### config.mk
export PLATFORM = sky130hd
export DESIGN_NAME = drtm_div
export DESIGN_NICKNAME = d
export VERILOG_FILES = /design/src/sv/drtm_pkg.sv /design/src/sv/drtm_div.sv
export SDC_FILE = /design/constraint.sdc
export NUM_CORES = 1
export LEC_CHECK = 0
export ABC_AREA = 1
export BUFFER_PORTS_ARGS = -buffer_cell sky130_fd_sc_hd__buf_2
export CORE_MARGIN = 4
export CORE_UTILIZATION = 25
export CTS_BUF_LIST = sky130_fd_sc_hd__clkbuf_8
export DETAILED_ROUTE_END_ITERATION = 16
export REMOVE_ABC_BUFFERS = 1
export SLEW_MARGIN = 20
export SYNTH_ARGS = -nofsm -noshare
export SYNTH_HDL_FRONTEND = slang
export SYNTH_SLANG_ARGS = --single-unit
export TNS_END_PERCENT = 1
### constraint.sdc
create_clock -name clk_i -period 2.6 [get_ports clk_i]
set_input_delay 0.39 -clock clk_i [delete_from_list [all_inputs] [get_ports clk_i]]
set_output_delay 0.39 -clock clk_i [all_outputs]
set_load 0.02 [all_outputs]
### src/sv/drtm_pkg.sv
// Shared widths, register indexes and reset values of the drive request timing model.
package drtm_pkg;

  localparam int unsigned FileW   = 32;
  localparam int unsigned OffsetW = 40;
  localparam int unsigned CountW  = 32;
  localparam int unsigned MsW     = 48;
  localparam int unsigned FracW   = 16;
  localparam int unsigned TimeW   = MsW + FracW;
  localparam int unsigned NextW   = OffsetW + 1;
  localparam int unsigned CostW   = CountW + FracW + 1;

  localparam int unsigned SeekW   = 24;
  localparam int unsigned RateW   = 20;
  localparam int unsigned AheadW  = 16;

  localparam int unsigned CfgIdxW  = 3;
  localparam int unsigned CfgDataW = 24;

  localparam int unsigned DividendW = CountW + FracW;

  typedef enum logic [CfgIdxW-1:0] {
    CFG_MODEL_ENABLE  = 3'd0,
    CFG_TIMING_SWITCH = 3'd1,
    CFG_SEEK_COST     = 3'd2,
    CFG_BYTES_PER_MS  = 3'd3,
    CFG_MAX_AHEAD     = 3'd4
  } cfg_idx_e;

  localparam logic              ModelEnableRst  = 1'b0;
  localparam logic              TimingSwitchRst = 1'b1;
  localparam logic [SeekW-1:0]  SeekCostRst     = 24'd393216;
  localparam logic [RateW-1:0]  BytesPerMsRst   = 20'd35000;
  localparam logic [AheadW-1:0] MaxAheadRst     = 16'd4000;

endpackage

### src/sv/drtm_div.sv
// Restoring radix-2 divider: one quotient bit per cycle.
module drtm_div #(
  parameter int unsigned DividendW = drtm_pkg::DividendW,
  parameter int unsigned DivisorW  = drtm_pkg::RateW
) (
  input  logic                 clk_i,
  input  logic                 rst_ni,
  input  logic                 start_i,
  input  logic [DividendW-1:0] dividend_i,
  input  logic [DivisorW-1:0]  divisor_i,
  output logic                 done_o,
  output logic [DividendW-1:0] quotient_o
);

  localparam int unsigned CntW = $clog2(DividendW + 1);

  logic                 busy_q;
  logic                 done_q;
  logic [CntW-1:0]      cnt_q;
  logic [DivisorW-1:0]  rem_q;
  logic [DivisorW-1:0]  div_q;
  logic [DividendW-1:0] quo_q;

  logic [DivisorW:0]    trial;
  logic [DivisorW:0]    diff;
  logic                 ge;

  // quo_q shifts the dividend out at the top and the quotient in at the bottom
  assign trial = {rem_q, quo_q[DividendW-1]};
  assign ge    = trial >= {1'b0, div_q};
  assign diff  = trial - {1'b0, div_q};

  always_ff @(posedge clk_i or negedge rst_ni) begin
    if (!rst_ni) begin
      busy_q <= 1'b0;
      done_q <= 1'b0;
      cnt_q  <= '0;
      rem_q  <= '0;
      div_q  <= '0;
      quo_q  <= '0;
    end else begin
      done_q <= 1'b0;
      if (start_i) begin
        busy_q <= 1'b1;
        cnt_q  <= CntW'(DividendW);
        rem_q  <= '0;
        div_q  <= divisor_i;
        quo_q  <= dividend_i;
      end else if (busy_q) begin
        rem_q <= ge ? diff[DivisorW-1:0] : trial[DivisorW-1:0];
        quo_q <= {quo_q[DividendW-2:0], ge};
        cnt_q <= cnt_q - CntW'(1);
        if (cnt_q == CntW'(1)) begin
          busy_q <= 1'b0;
          done_q <= 1'b1;
        end
      end
    end
  end

  assign done_o     = done_q;
  assign quotient_o = quo_q;

endmodule

## After elaboration in Yosys (flattened, before gate mapping)

Index checks and enable logic that the tools add are counted.

| cells by class | value |
|---|---|
| multiply operators | 0 |
| multiplexer cells | 13 |
| shifts and indexed selects | 0 |
| $add $sub $neg | 2 |
| bitwise gates (word level) | 0 |
| $lt $le $gt $ge | 1 |
| equal/unequal tests | 1 |
| reductions and logical operators | 1 |
| div/mod/pow operators | 0 |

Operators by type and width:

| operator | count |
|---|---|
| 2-to-1 mux 48 bit | 2 |
| 2-to-1 mux 20 bit | 3 |
| greater-or-equal comparator 21 x 20 -> 1 bit | 1 |
| subtractor 20 bit | 1 |
| 2-to-1 mux 6 bit | 2 |
| equality test 6 x 1 -> 1 bit (second input constant) | 1 |
| 2-to-1 mux 1 bit | 6 |
| subtractor 6 x 1 -> 6 bit (second input constant) | 1 |
| nonzero test 2 bit | 1 |

| word-level totals | value |
|---|---|
| input port bits | 71 |
| latch bits | 0 |
| output and inout port bits | 49 |
| flip-flop bits (word level) | 96 |
| memories kept | 0 |
| word-level logic and storage cells | 24 |
| bits in writable memories | 0 |
| bits in read-only memories | 0 |

## Depth between registers and ports, before layout

Gate-level depths: netlist of run 1.

| logic depth | value |
|---|---|
| depth after elaboration | 4 |
| mapped depth | 15 |
| gate-level depth less buffers | 14 |

## Worst setup path before layout of run 1

No wires, ideal clock.

| timing path | value |
|---|---|
| path type | register to register |
| from | reg quo_q[47] (netlist: quotient_o[47]) |
| to | reg rem_q[16] |
| slack | 0.646 ns |
| stages on the path, launching flop included | 14 |
| path buffers | 0 |
| data arrival time | 1.836 ns |
| clock period less this slack | 1.954 ns |
| required time | 2.483 ns |
| path through | dfrtp_1 inv_1 ha_1 fa_1 inv_1 nand3_1 nand3_1 nand2_1 nand2_1 nand2_1 nand3_1 nand3_1 nand3_1 nand2_1 |

| between the ends | value |
|---|---|
| word-level cells in the longest chain between the ends | 4 |
| elaborated cells between the ends (all ways) | 5 |

Ends and longest elaborated chain:

| element | line | RTL |
|---|---|---|
| start: declaration | drtm_div.sv:22 | `logic [DividendW-1:0] quo_q;` |
| start signal: assignment | drtm_div.sv:48 | `quo_q <= dividend_i;` |
| start signal: assignment | drtm_div.sv:51 | `quo_q <= {quo_q[DividendW-2:0], ge};` |
| subtractor 20 bit or greater-or-equal comparator 21 x 20 -> 1 bit (tied branches) | drtm_div.sv:31, drtm_div.sv:30 |  |
| 2-to-1 mux 20 bit (*) | drtm_div.sv:50 | `rem_q <= ge ? diff[DivisorW-1:0] : trial[DivisorW-1:0];` |
| 2-to-1 mux 20 bit (*) | drtm_div.sv:49 | `end else if (busy_q) begin` |
| 2-to-1 mux 20 bit (*) | drtm_div.sv:43 | `if (start_i) begin` |
| end signal: assignment | drtm_div.sv:50 |  |
| end: declaration | drtm_div.sv:20 | `logic [DivisorW-1:0] rem_q;` |

Mark *: on every way between the ends. The rest lies on a longest branch, timed or not. The select of a mux whose other input is x is not followed.
A chain may end at the register's enable or synchronous reset.

## Worst setup path in the final report of run 1

| timing path | value |
|---|---|
| from | reg rem_q[14] |
| to | reg rem_q[13] |

| between the ends | value |
|---|---|
| word-level cells in the longest chain between the ends | 4 |

Ends and longest elaborated chain:

| element | line | RTL |
|---|---|---|
| greater-or-equal comparator 21 x 20 -> 1 bit | drtm_div.sv:30 | `assign ge = trial >= {1'b0, div_q};` |
| 2-to-1 mux 20 bit | drtm_div.sv:50 |  |
| 2-to-1 mux 20 bit | drtm_div.sv:49 |  |
| 2-to-1 mux 20 bit | drtm_div.sv:43 |  |

No other way between the ends. The select of a mux whose other input is x is not followed.

==> metrics.md, run 1 <==
| Metric | Value |
|---|---|
| Status | finished with violations |
| Violated checks | hold timing |
| Crit share post-route | 86.59% |
| Clock period minus worst slack | 2251 ps |
| Register bit total from synthesis | 96 |
| Crit end category | flop |
| Placed cells | 1126 |
| Die area | 24910 µm² |
| Pwr Density | a little under 800 nW/µm² |
| Diode count | 0 |
| Top Ports | 120 |
| Setup bufs post-CTS | 0 |
| CTS tree | built |
| Largest net degree at the start of global routing | 64 |
| Syn_area_per_cell | 7.553 µm² |
| Final GP Congestion | 0.9412 |
| Vias after detailed routing | between 5000 and 6000 |
| TritonCTS Buffers | 9 |
| Post-Layout Cell Count | 1142 |
| DP Worst Slack | 400.8 ps |
| Max-slew violations | 0 |
| Startpoint types | flop |
| Routed Antenna Nets | 0 |
| Vias per cell | 4.489 |
| Final Hold Viols | 7 |
| # H-tree levels | 3 |
| DR WL/cell | 14.16 µm |
| Fin Clk Skew | 12.40 ps |
| Mapped Cells | 743 |
| Area leader, netlist | dfrtp_1 |
| Synth-to-layout area growth | 19.20% |
| Maximum vdd drop | 279.0 µV |
| Gr usage total | approximately an eighth |
| Worst-path clk slew | 100 ps |
| Starting density of the core | about a quarter |
| Cell Rows | 54 |
| CTS Root Cell | clkbuf_8 |
| Setup tns final | 0 ps |
| Die height | roughly 160 µm |
| Warnings from Yosys | 0 |
| Setup Viol. Count Final | 0 |
| First-pass GRT wire length | 26100 µm |
| Leak | 3.662 nW |
| Starting DRT DRC Count | 247 |
| Critical path class | reg2reg |
| Share of layout cells above drive strength 1 | 19.84% |
| Maxcap violations | 0 |
| Initial antenna violation count | 2 |
| Hold Path Class | in2async |
| Clock Sinks | 96 |
| Synthesized area | about 5600 µm² |
| Worst-path maximum fanout | 8 |
| Top cells by area, synth | dfrtp_1 43%, nand2_1 16%, inv_1 9.0% |
| Final setup margin | 348.6 ps |
| Sequential fraction of the synthesis area | roughly 43% |
| Clk_lat worst skew | 380 ps |
| IO Port Bufs | 119 |
| DRC Markers | 0 |
| CTS max path bufs | 2 |
| Core Region | between 20000 and 25000 µm² |
| Max frequency | 0.4442 GHz |
| RSZ-0062 raised after global routing | no |
| Min Hold Slack | -11.57 ps |
| Layout Utilization | 30.46% |
| TritonRoute pass-1 iters | 4 |
| Number of synthesized flops with an enable pin | 0 |
| Gr ovfl total | 0 |
| Die width | 157.8 µm |
| WL final | 16180 µm |
| Synth top area share | 42.81% |
| Worst rel slew slack | 57.70% |
| Vias in the first global route | 5095 |
| Most used DFF post-synth | dfrtp_1 |
| Worst-margin pin slew | 634.5 ps |
| Fin nets | between 900 and 1000 |
| Synth cell types | 35 |
| HPWL after detailed placement | 12030 µm |
| Critical path required time | between 2000 and 3000 ps |
| Hold-fix buffers at CTS | 0 |
| Arr. time, crit path | 2530 ps |
| Post-CTS sizing | 0 |
| Async SR Flop Fraction | 100.0% |
## cell type report
cell class	count	area, µm²
fillers	2388	15270
multi-input cells	481	2545
flip-flops and latches	96	2402
repair buffers	133	715.7
inverters	136	510.5
well taps	280	350.3
clock buffers	9	123.9
clock inverters	7	41.29
## cells by family (layout without fill, tap and decap cells)
| family | after synthesis | after routing | synth area share (%) |
|---|---|---|---|
| compound gates | 99 | 99 | 11.84 |
| xor+xnor | 9 | 9 | 1.405 |
| fa+ha+maj | 23 | 23 | 5.262 |
| buf+inv | 166 | 285 | 11.93 |
| flops | 96 | 96 | 42.81 |
| simple gates | 350 | 350 | 26.76 |
## cells in the mapped netlist (4+ instances only)
library cell / number
clkbuf_1: 21
nand2_2: 6
dfrtp_1: 96
ha_1: 22
inv_1: 134
o21ai_0: 30
nand3b_2: 6
o221ai_1: 37
nand2_1: 237
nand3_1: 58
o21ai_1: 4
nor3_1: 5
nor2_2: 4
a21oi_1: 16
nor2_1: 25
o211ai_1: 5
xnor2_1: 6
## registers in the layout (all words and copies together) (netlist names)
register / cells
cnt_q: 6
quotient_o: 48
div_q: 20
done_o: 1
rem_q: 20
busy_q: 1
## stage by stage
| step | hold slack, ps | instance area (µm²) | power (mW) |
|---|---|---|---|
| final | -11.57 | 6689 | 5.291 |
| after detailed placement | 432.9 | 6524 | 4.420 |
| after floorplan | 94.41 | 5453 | 3.692 |
| after global placement | 436.1 | 6524 | 4.401 |
| after CTS | 2.947 | 6689 | 5.341 |
| after global routing | 37.31 | 6689 | 5.778 |
## final timing paths
kind,start,to,cells after the start,slack [ps]
max,rem_q[14]$_DFFE_PN0P_,rem_q[13]$_DFFE_PN0P_,13,350
min,rst_ni,rem_q[4]$_DFFE_PN0P_,1,-10
max reg2reg,rem_q[14]$_DFFE_PN0P_,rem_q[13]$_DFFE_PN0P_,13,350
min reg2reg,cnt_q[3]$_DFFE_PN0P_,cnt_q[3]$_DFFE_PN0P_,1,500
max in group asynchronous,rst_ni,rem_q[0]$_DFFE_PN0P_,2,1860
min in group clk_i,dividend_i[15],quotient_o[15]$_DFFE_PN0P_,3,210
## worst max-delay path, cell delays in order (launching register included)
cell and delay (ps):
dfrtp_1 420, ha_1 400, nand2_1 150, nor2_2 130
nand2_1 90, nor2_1 100, nand2_1 50, nand2_1 60
nor2_1 50, nand2_1 240, buf_4 230, nand3_1 100
nand3_1 80, nand2_1 50
## where the power goes
part / switching (mW) / internal [mW]
clock: 0.559 / 0.342
combinational: 1.60 / 0.931
sequential: 0.143 / 1.72
## layout by cell type (no fill, tap or decap), types with 2 or more instances in the layout
cell type and instances:
nor2_1 23, nand3_1 58, xor2_1 3, nor2_2 6
inv_2 2, o21ai_0 30, nand2_2 6, xnor2_1 6
o211ai_1 5, buf_2 118, ha_1 22, clkbuf_8 9
a21oi_1 16, nand3_2 3, nor3_1 5, buf_4 14
nand3b_2 6, a22oi_1 3, o221ai_1 37, inv_1 137
nand4_1 3, dfrtp_1 96, nand2_1 237, o21ai_1 4
## layer usage
metal / vias up / GRT usage (%) / routed length, µm
met3: 23 / 3.855 / 1188
met1: 2352 / 16.65 / 7288
met5: - / 0 / 21
li1: 2602 / - / -
met2: 145 / 21.44 / 7398
met4: 4 / 4.179 / 279
No activity file was read; power rests on OpenSTA's default activity.
==> run 2: changes to the inputs <==
--- a/config.mk
+++ b/config.mk
@@ -7,7 +7,7 @@
 export LEC_CHECK = 0
 export ABC_AREA = 1
 export BUFFER_PORTS_ARGS = -buffer_cell sky130_fd_sc_hd__buf_2
-export CORE_MARGIN = 4
+export CORE_MARGIN = 3
 export CORE_UTILIZATION = 25
 export CTS_BUF_LIST = sky130_fd_sc_hd__clkbuf_8
 export DETAILED_ROUTE_END_ITERATION = 16
==> run 2 against run 1 <==
Effect of this change:
- the flow now finishes without violations
- power grew 3.8%
- register-to-register slack is essentially flat
- non-clock buffer count is the same
- critical endpoint is now rem_q[15]$_DFFE_PN0P_
- largest cell class unchanged
==> metrics.md, run 2 (synthesis gave the netlist of run 1 again) <==
| Metric | Value |
|---|---|
| Status | complete, no violations |
| Synth-to-layout area growth | 19.93% |
| Clock period minus worst slack | 2239 ps |
| Setup Viol. Count Final | 0 |
| Starting density of the core | between 20% and 30% |
| Critical path class | reg2reg |
| Vias in the first global route | 5187 |
| Die width | ~160 µm |
| Max frequency | about 0.45 GHz |
| Fin nets | 951 |
| DR WL/cell | about 14 µm |
| Worst-path maximum fanout | 13 |
| Arr. time, crit path | 2510 ps |
| Share of layout cells above drive strength 1 | 19.98% |
| Final Hold Viols | 0 |
| Starting DRT DRC Count | 231 |
| Layout Utilization | between 30% and 40% |
| WL final | 16050 µm |
| TritonCTS Buffers | 9 |
| HPWL after detailed placement | around 12000 µm |
| Reg2reg start | rem_q[6]$_DFFE_PN0P_ |
| Worst-margin pin slew | 546.0 ps |
| TritonRoute pass-1 iters | 4 |
| RSZ-0062 raised after global routing | no |
| Gr ovfl total | 0 |
| Gr usage total | between 10 and 15% |
| DRC Markers | 0 |
| Hold Path Class | in2reg |
| Die height | 155.8 µm |
| Top Ports | 120 |
| Die area | 24280 µm² |
| Cell Rows | 54 |
| Hold depth | 3 |
| Core Region | 21960 µm² |
| Vias after detailed routing | ~5100 |
| CTS max path bufs | 2 |
| Commonest non-fill, non-tap cell in the layout | nand2_1 |
| Routed Antenna Nets | 0 |
| Vias per cell | 4.448 |
| R2r endpoint | rem_q[15]$_DFFE_PN0P_ |
| Worst-path clk slew | around 110 ps |
| Worst Hold End | quotient_o[28]$_DFFE_PN0P_ |
| Maxcap violations | 0 |
| Clk_lat worst skew | 380 ps |
| Final GP Congestion | 0.9429 |
| Power, Total | 5.490 mW |
| Largest net degree at the start of global routing | 53 |
| DP Worst Slack | ~400 ps |
| Setup tns final | 0 ps |
| Diode count | 0 |
| Clock Sinks | 96 |
| Reg2Reg Setup Slack | 360 ps |
| Leak | 3.671 nW |
| Hold path start | dividend_i[28] |
| CTS Root Cell | clkbuf_8 |
| Final setup margin | 360.8 ps |
| First-pass GRT wire length | about 27000 µm |
| Max-slew violations | 0 |
| # H-tree levels | 3 |
| Post-CTS sizing | 0 |
| Max reg flops | between 40 and 50 |
| Crit share post-route | 86.12% |
| IO Port Bufs | 119 |
| Maximum vdd drop | ~260 µV |
| Worst rel slew slack | 63.60% |
| Initial antenna violation count | 1 |
| Pwr Density | 815.7 nW/µm² |
| CTS tree | built |
| Fin Clk Skew | 13.18 ps |
| Worst r2r path cells | 14 |
| Startpoint types | flop |
| Commonest non-fill, non-tap cells in the layout | 237 x nand2_1, 134 x inv_1, 117 x buf_2 |
| Critical path required time | 2870 ps |
| Crit end category | flop |
run 2: through the flow:
| stage | instance area (µm²) | hold slack [ps] | std cells |
|---|---|---|---|
| floorplan | 5453 | 94.41 | 713 |
| global placement | 6519 | 373.9 | 1125 |
| detailed placement | 6519 | 375.1 | 1125 |
| CTS | 6730 | 188.7 | 1141 |
| global route | 6730 | 208.0 | 1141 |
| finish | 6730 | 208.7 | 1141 |
run 2: final cells by class:
cell class,instances,area [µm²]
sequential,96,2402
clock buffer,10,137.6
clock inverter,5,63.81
timing repair buffer,133,720.7
multi-input combinational,481,2545
inverter,136,510.5
tap,280,350.3
fill,2336,15230
run 2: worst max path at each step:
stage / end / startpoint / cells past startpoint
2_1_floorplan: rem_q[15]$_DFFE_PN0P_ / rem_q[8]$_DFFE_PN0P_ / 13
3_3_place_gp: rem_q[0]$_DFFE_PN0P_ / rem_q[6]$_DFFE_PN0P_ / 12
3_5_place_dp: rem_q[15]$_DFFE_PN0P_ / rem_q[6]$_DFFE_PN0P_ / 14
4_1_cts: rem_q[15]$_DFFE_PN0P_ / rem_q[6]$_DFFE_PN0P_ / 14
5_1_grt: rem_q[15]$_DFFE_PN0P_ / rem_q[6]$_DFFE_PN0P_ / 14
6_report: rem_q[15]$_DFFE_PN0P_ / rem_q[6]$_DFFE_PN0P_ / 14
run 2: critical path, cell delays in order, from the launching register on:
cell	delay [ps]
dfrtp_1	410
ha_1	360
nand2_1	150
inv_1	50
nand2_1	60
nand2_1	70
a21oi_2	150
nand2_2	70
nand2_2	220
nand2_1	110
buf_4	200
nand2_1	100
nand2_1	60
nand2_1	50
nand2_1	40
run 2: per-layer routing:
metal	global-route usage [%]	vias up	wire length [µm]
li1	-	2597	-
met1	17.83	2328	7341
met2	21.63	133	7281
met3	3.800	15	1172
met4	4.289	2	237
met5	0	-	13
run 2: power breakdown:
group	switching, mW	leakage, nW	internal (mW)
sequential	0.149	1.18	1.72
clock	0.584	0.105	0.477
combinational	1.61	2.39	0.950
total	2.35	3.67	3.14
run 2: repair_timing:
item                      4_1_cts  5_1_grt
setup buffers                   0        0
hold buffers                    1        0
hold endpoints to repair       29        0
==> run 3: changes to the inputs <==
--- a/config.mk
+++ b/config.mk
@@ -8,9 +8,10 @@
 export ABC_AREA = 1
 export BUFFER_PORTS_ARGS = -buffer_cell sky130_fd_sc_hd__buf_2
 export CORE_MARGIN = 3
-export CORE_UTILIZATION = 25
+export CORE_UTILIZATION = 55
 export CTS_BUF_LIST = sky130_fd_sc_hd__clkbuf_8
 export DETAILED_ROUTE_END_ITERATION = 16
+export PLACE_DENSITY = 0.8
 export REMOVE_ABC_BUFFERS = 1
 export SLEW_MARGIN = 20
 export SYNTH_ARGS = -nofsm -noshare
==> run 3 against run 2 <==
Effect of this change:
- first-iteration DRC count up 29%
- final cell count fell by 13%
- worst hold slack lost 190 ps
- die area decreased by 53%
- sequential cell count unchanged
- via count increased by 3.5%
- count of clock-buffer cells in the layout is the same
- sequential share of layout area is 1.2 points higher
- core utilization increased by 35 points
- global-route usage increased by 13 points
- power is 0.62% lower
- largest cell class unchanged
- highest routed layer unchanged
==> metrics.md, run 3 (synthesis gave the netlist of run 1 again) <==
| Metric | Value |
|---|---|
| Commonest non-fill, non-tap cells in the layout | 237 x nand2_1, 134 x inv_1, 118 x buf_2 |
| HPWL after detailed placement | 10600 µm |
| Crit share post-route | 86.48% |
| Max reg flops | 48 |
| Hold-fix buffers at CTS | 0 |
| Slowest stage delay, CP | 410 ps |
| Routed Antenna Nets | 0 |
| Worst-margin pin slew | 818.6 ps |
| CTS max path bufs | 2 |
| Gr ovfl total | 0 |
| Max frequency | 0.4447 GHz |
| Largest net degree at the start of global routing | 87 |
| Die height | 107.0 µm |
| Die width | around 110 µm |
| DR WL/cell | about 15 µm |
| Fin nets | 947 |
| DRC Markers | 0 |
| Vias after detailed routing | 5251 |
| Worst-path cell chain | ha_1, nand2_1, inv_2, nand2_2, nor3_2, nand2_2, nand2_2, nand2_2, nand2_1, buf_4, nand2_1, nand3_1, o21ai_0 |
| Sequential share of power | 34.1% |
| Area occupied by multi-input gates | 2542 µm² |
| Gr usage total | 26.65% |
| Final Hold Viols | 0 |
| Post-CTS sizing | 0 |
| TritonCTS Buffers | 9 |
| Share of layout cells above drive strength 1 | between 10% and 20% |
| Worst-path maximum fanout | 9 |
| Switching Power | 2.334 mW |
| Clk_lat worst skew | 360 ps |
| Setup tns final | 0 ps |
| WL final | about 15000 µm |
| Crit end category | flop |
| CTS tree | built |
| Die area | 11450 µm² |
| TritonRoute pass-1 iters | 5 |
| Core Region | 9864 µm² |
| Reg2reg start | rem_q[9]$_DFFE_PN0P_ |
| Cell Rows | 36 |
| Clock Sinks | between 90 and 100 |
| Startpoint types | flop |
| Vias per cell | 5.304 |
| First-pass GRT wire length | 24580 µm |
| # H-tree levels | 3 |
| Status | complete, no violations |
| Max-slew violations | 0 |
| Sw Ratio | 42.77% |
| CP max stage cell | dfrtp_1 |
| Comb pwr share | 47.0% |
| IO Port Bufs | 119 |
| Pint | 3.122 mW |
| Hold Path Class | in2async |
| Leak | 3.649 nW |
| CTS Root Cell | clkbuf_8 |
| Worst rel slew slack | 45.42% |
| Diode count | 0 |
| Initial antenna violation count | 1 |
| Maximum vdd drop | 347.7 µV |
| RSZ-0062 raised after global routing | no |
| Starting density of the core | 56.89% |
| Maxcap violations | 0 |
| Setup Viol. Count Final | 0 |
| Critical path required time | 2830 ps |
| Critical path class | reg2reg |
| Clock power frac | 19.0% |
| Vias in the first global route | about 5300 |
| Final GP Congestion | between 0.9 and 1 |
| Fin Clk Skew | ~10 ps |
| Arr. time, crit path | ~2500 ps |
| Setup bufs post-CTS | 0 |
| Top Ports | 120 |
| Register Area | 2402 µm² |
| Pwr Density | 836.8 nW/µm² |
| Clock period minus worst slack | roughly 2200 ps |
| Commonest non-fill, non-tap cell in the layout | nand2_1 |
| Worst-path clk slew | 100 ps |
| Starting DRT DRC Count | 298 |
| Synth-to-layout area growth | 16.19% |
| CP startpoint | rem_q[9]$_DFFE_PN0P_ |
| Layout Utilization | 66.10% |
| Worst path most repeated cell | nand2_2 |
| Fillers | roughly 850 |
## run 3: stage by stage
stage	setup slack [ps]	area (µm²)	hold slack, ps	total power [mW]	instances
after floorplan	-366.7	5453	94.41	3.692	713
after global placement	430.6	6320	429.7	4.332	975
after detailed placement	379.7	6320	437.0	4.413	975
after CTS	349.2	6520	28.33	5.457	990
after global routing	136.2	6520	62.40	5.892	990
final	351.4	6520	21.47	5.456	990
## run 3: power groups by stage
stage / Clock (mW) / Combinational [mW] / Sequential [mW]
2_1_floorplan: 0 / 1.74 / 1.95
3_3_place_gp: 0 / 2.46 / 1.87
3_5_place_dp: 0 / 2.53 / 1.89
4_1_cts: 1.05 / 2.55 / 1.86
5_1_grt: 1.09 / 2.91 / 1.89
6_report: 1.03 / 2.56 / 1.86
## run 3: per-layer routing
layer / share of wire [%] / wire [µm] / vias up / track usage [%]
met2: 47 / 6893 / 191 / 44.38
met3: 8.6 / 1257 / 22 / 7.526
met1: 42 / 6130 / 2454 / 33.67
li1: - / - / 2582 / -
met4: 1.8 / 269 / 2 / 8.402
met5: 0.048 / 7 / - / 0
## run 3: worst max-delay path: cells and delay by family (launching register included)
| kind | cells | cell delay, ps |
|---|---|---|
| AOI/OAI and AO/OA | 1 | 80 |
| adders and majority gates | 1 | 390 |
| buffers and inverters | 2 | 320 |
| DFF | 1 | 410 |
| and+or+nand+nor | 9 | 930 |
## run 3: worst paths after layout
check	endpoint	slack (ps)	cells after the start
min reg2reg	cnt_q[2]$_DFFE_PN0P_	490	1
min in group clk_i	div_q[9]$_DFFE_PN0P_	220	3
max in group asynchronous	div_q[0]$_DFFE_PN0P_	1880	2
max reg2reg	rem_q[1]$_DFFE_PN0P_	350	13
max	rem_q[1]$_DFFE_PN0P_	350	13
min	div_q[5]$_DFFE_PN0P_	20	1
## run 3: final cells by class
class | count | area share [%]
well taps | 133 | 2.552
clock inverters | 5 | 0.9595
flip-flops and latches | 96 | 36.85
multi-input cells | 481 | 38.99
clock buffers | 10 | 2.111
repair buffers | 129 | 10.71
inverters | 136 | 7.830
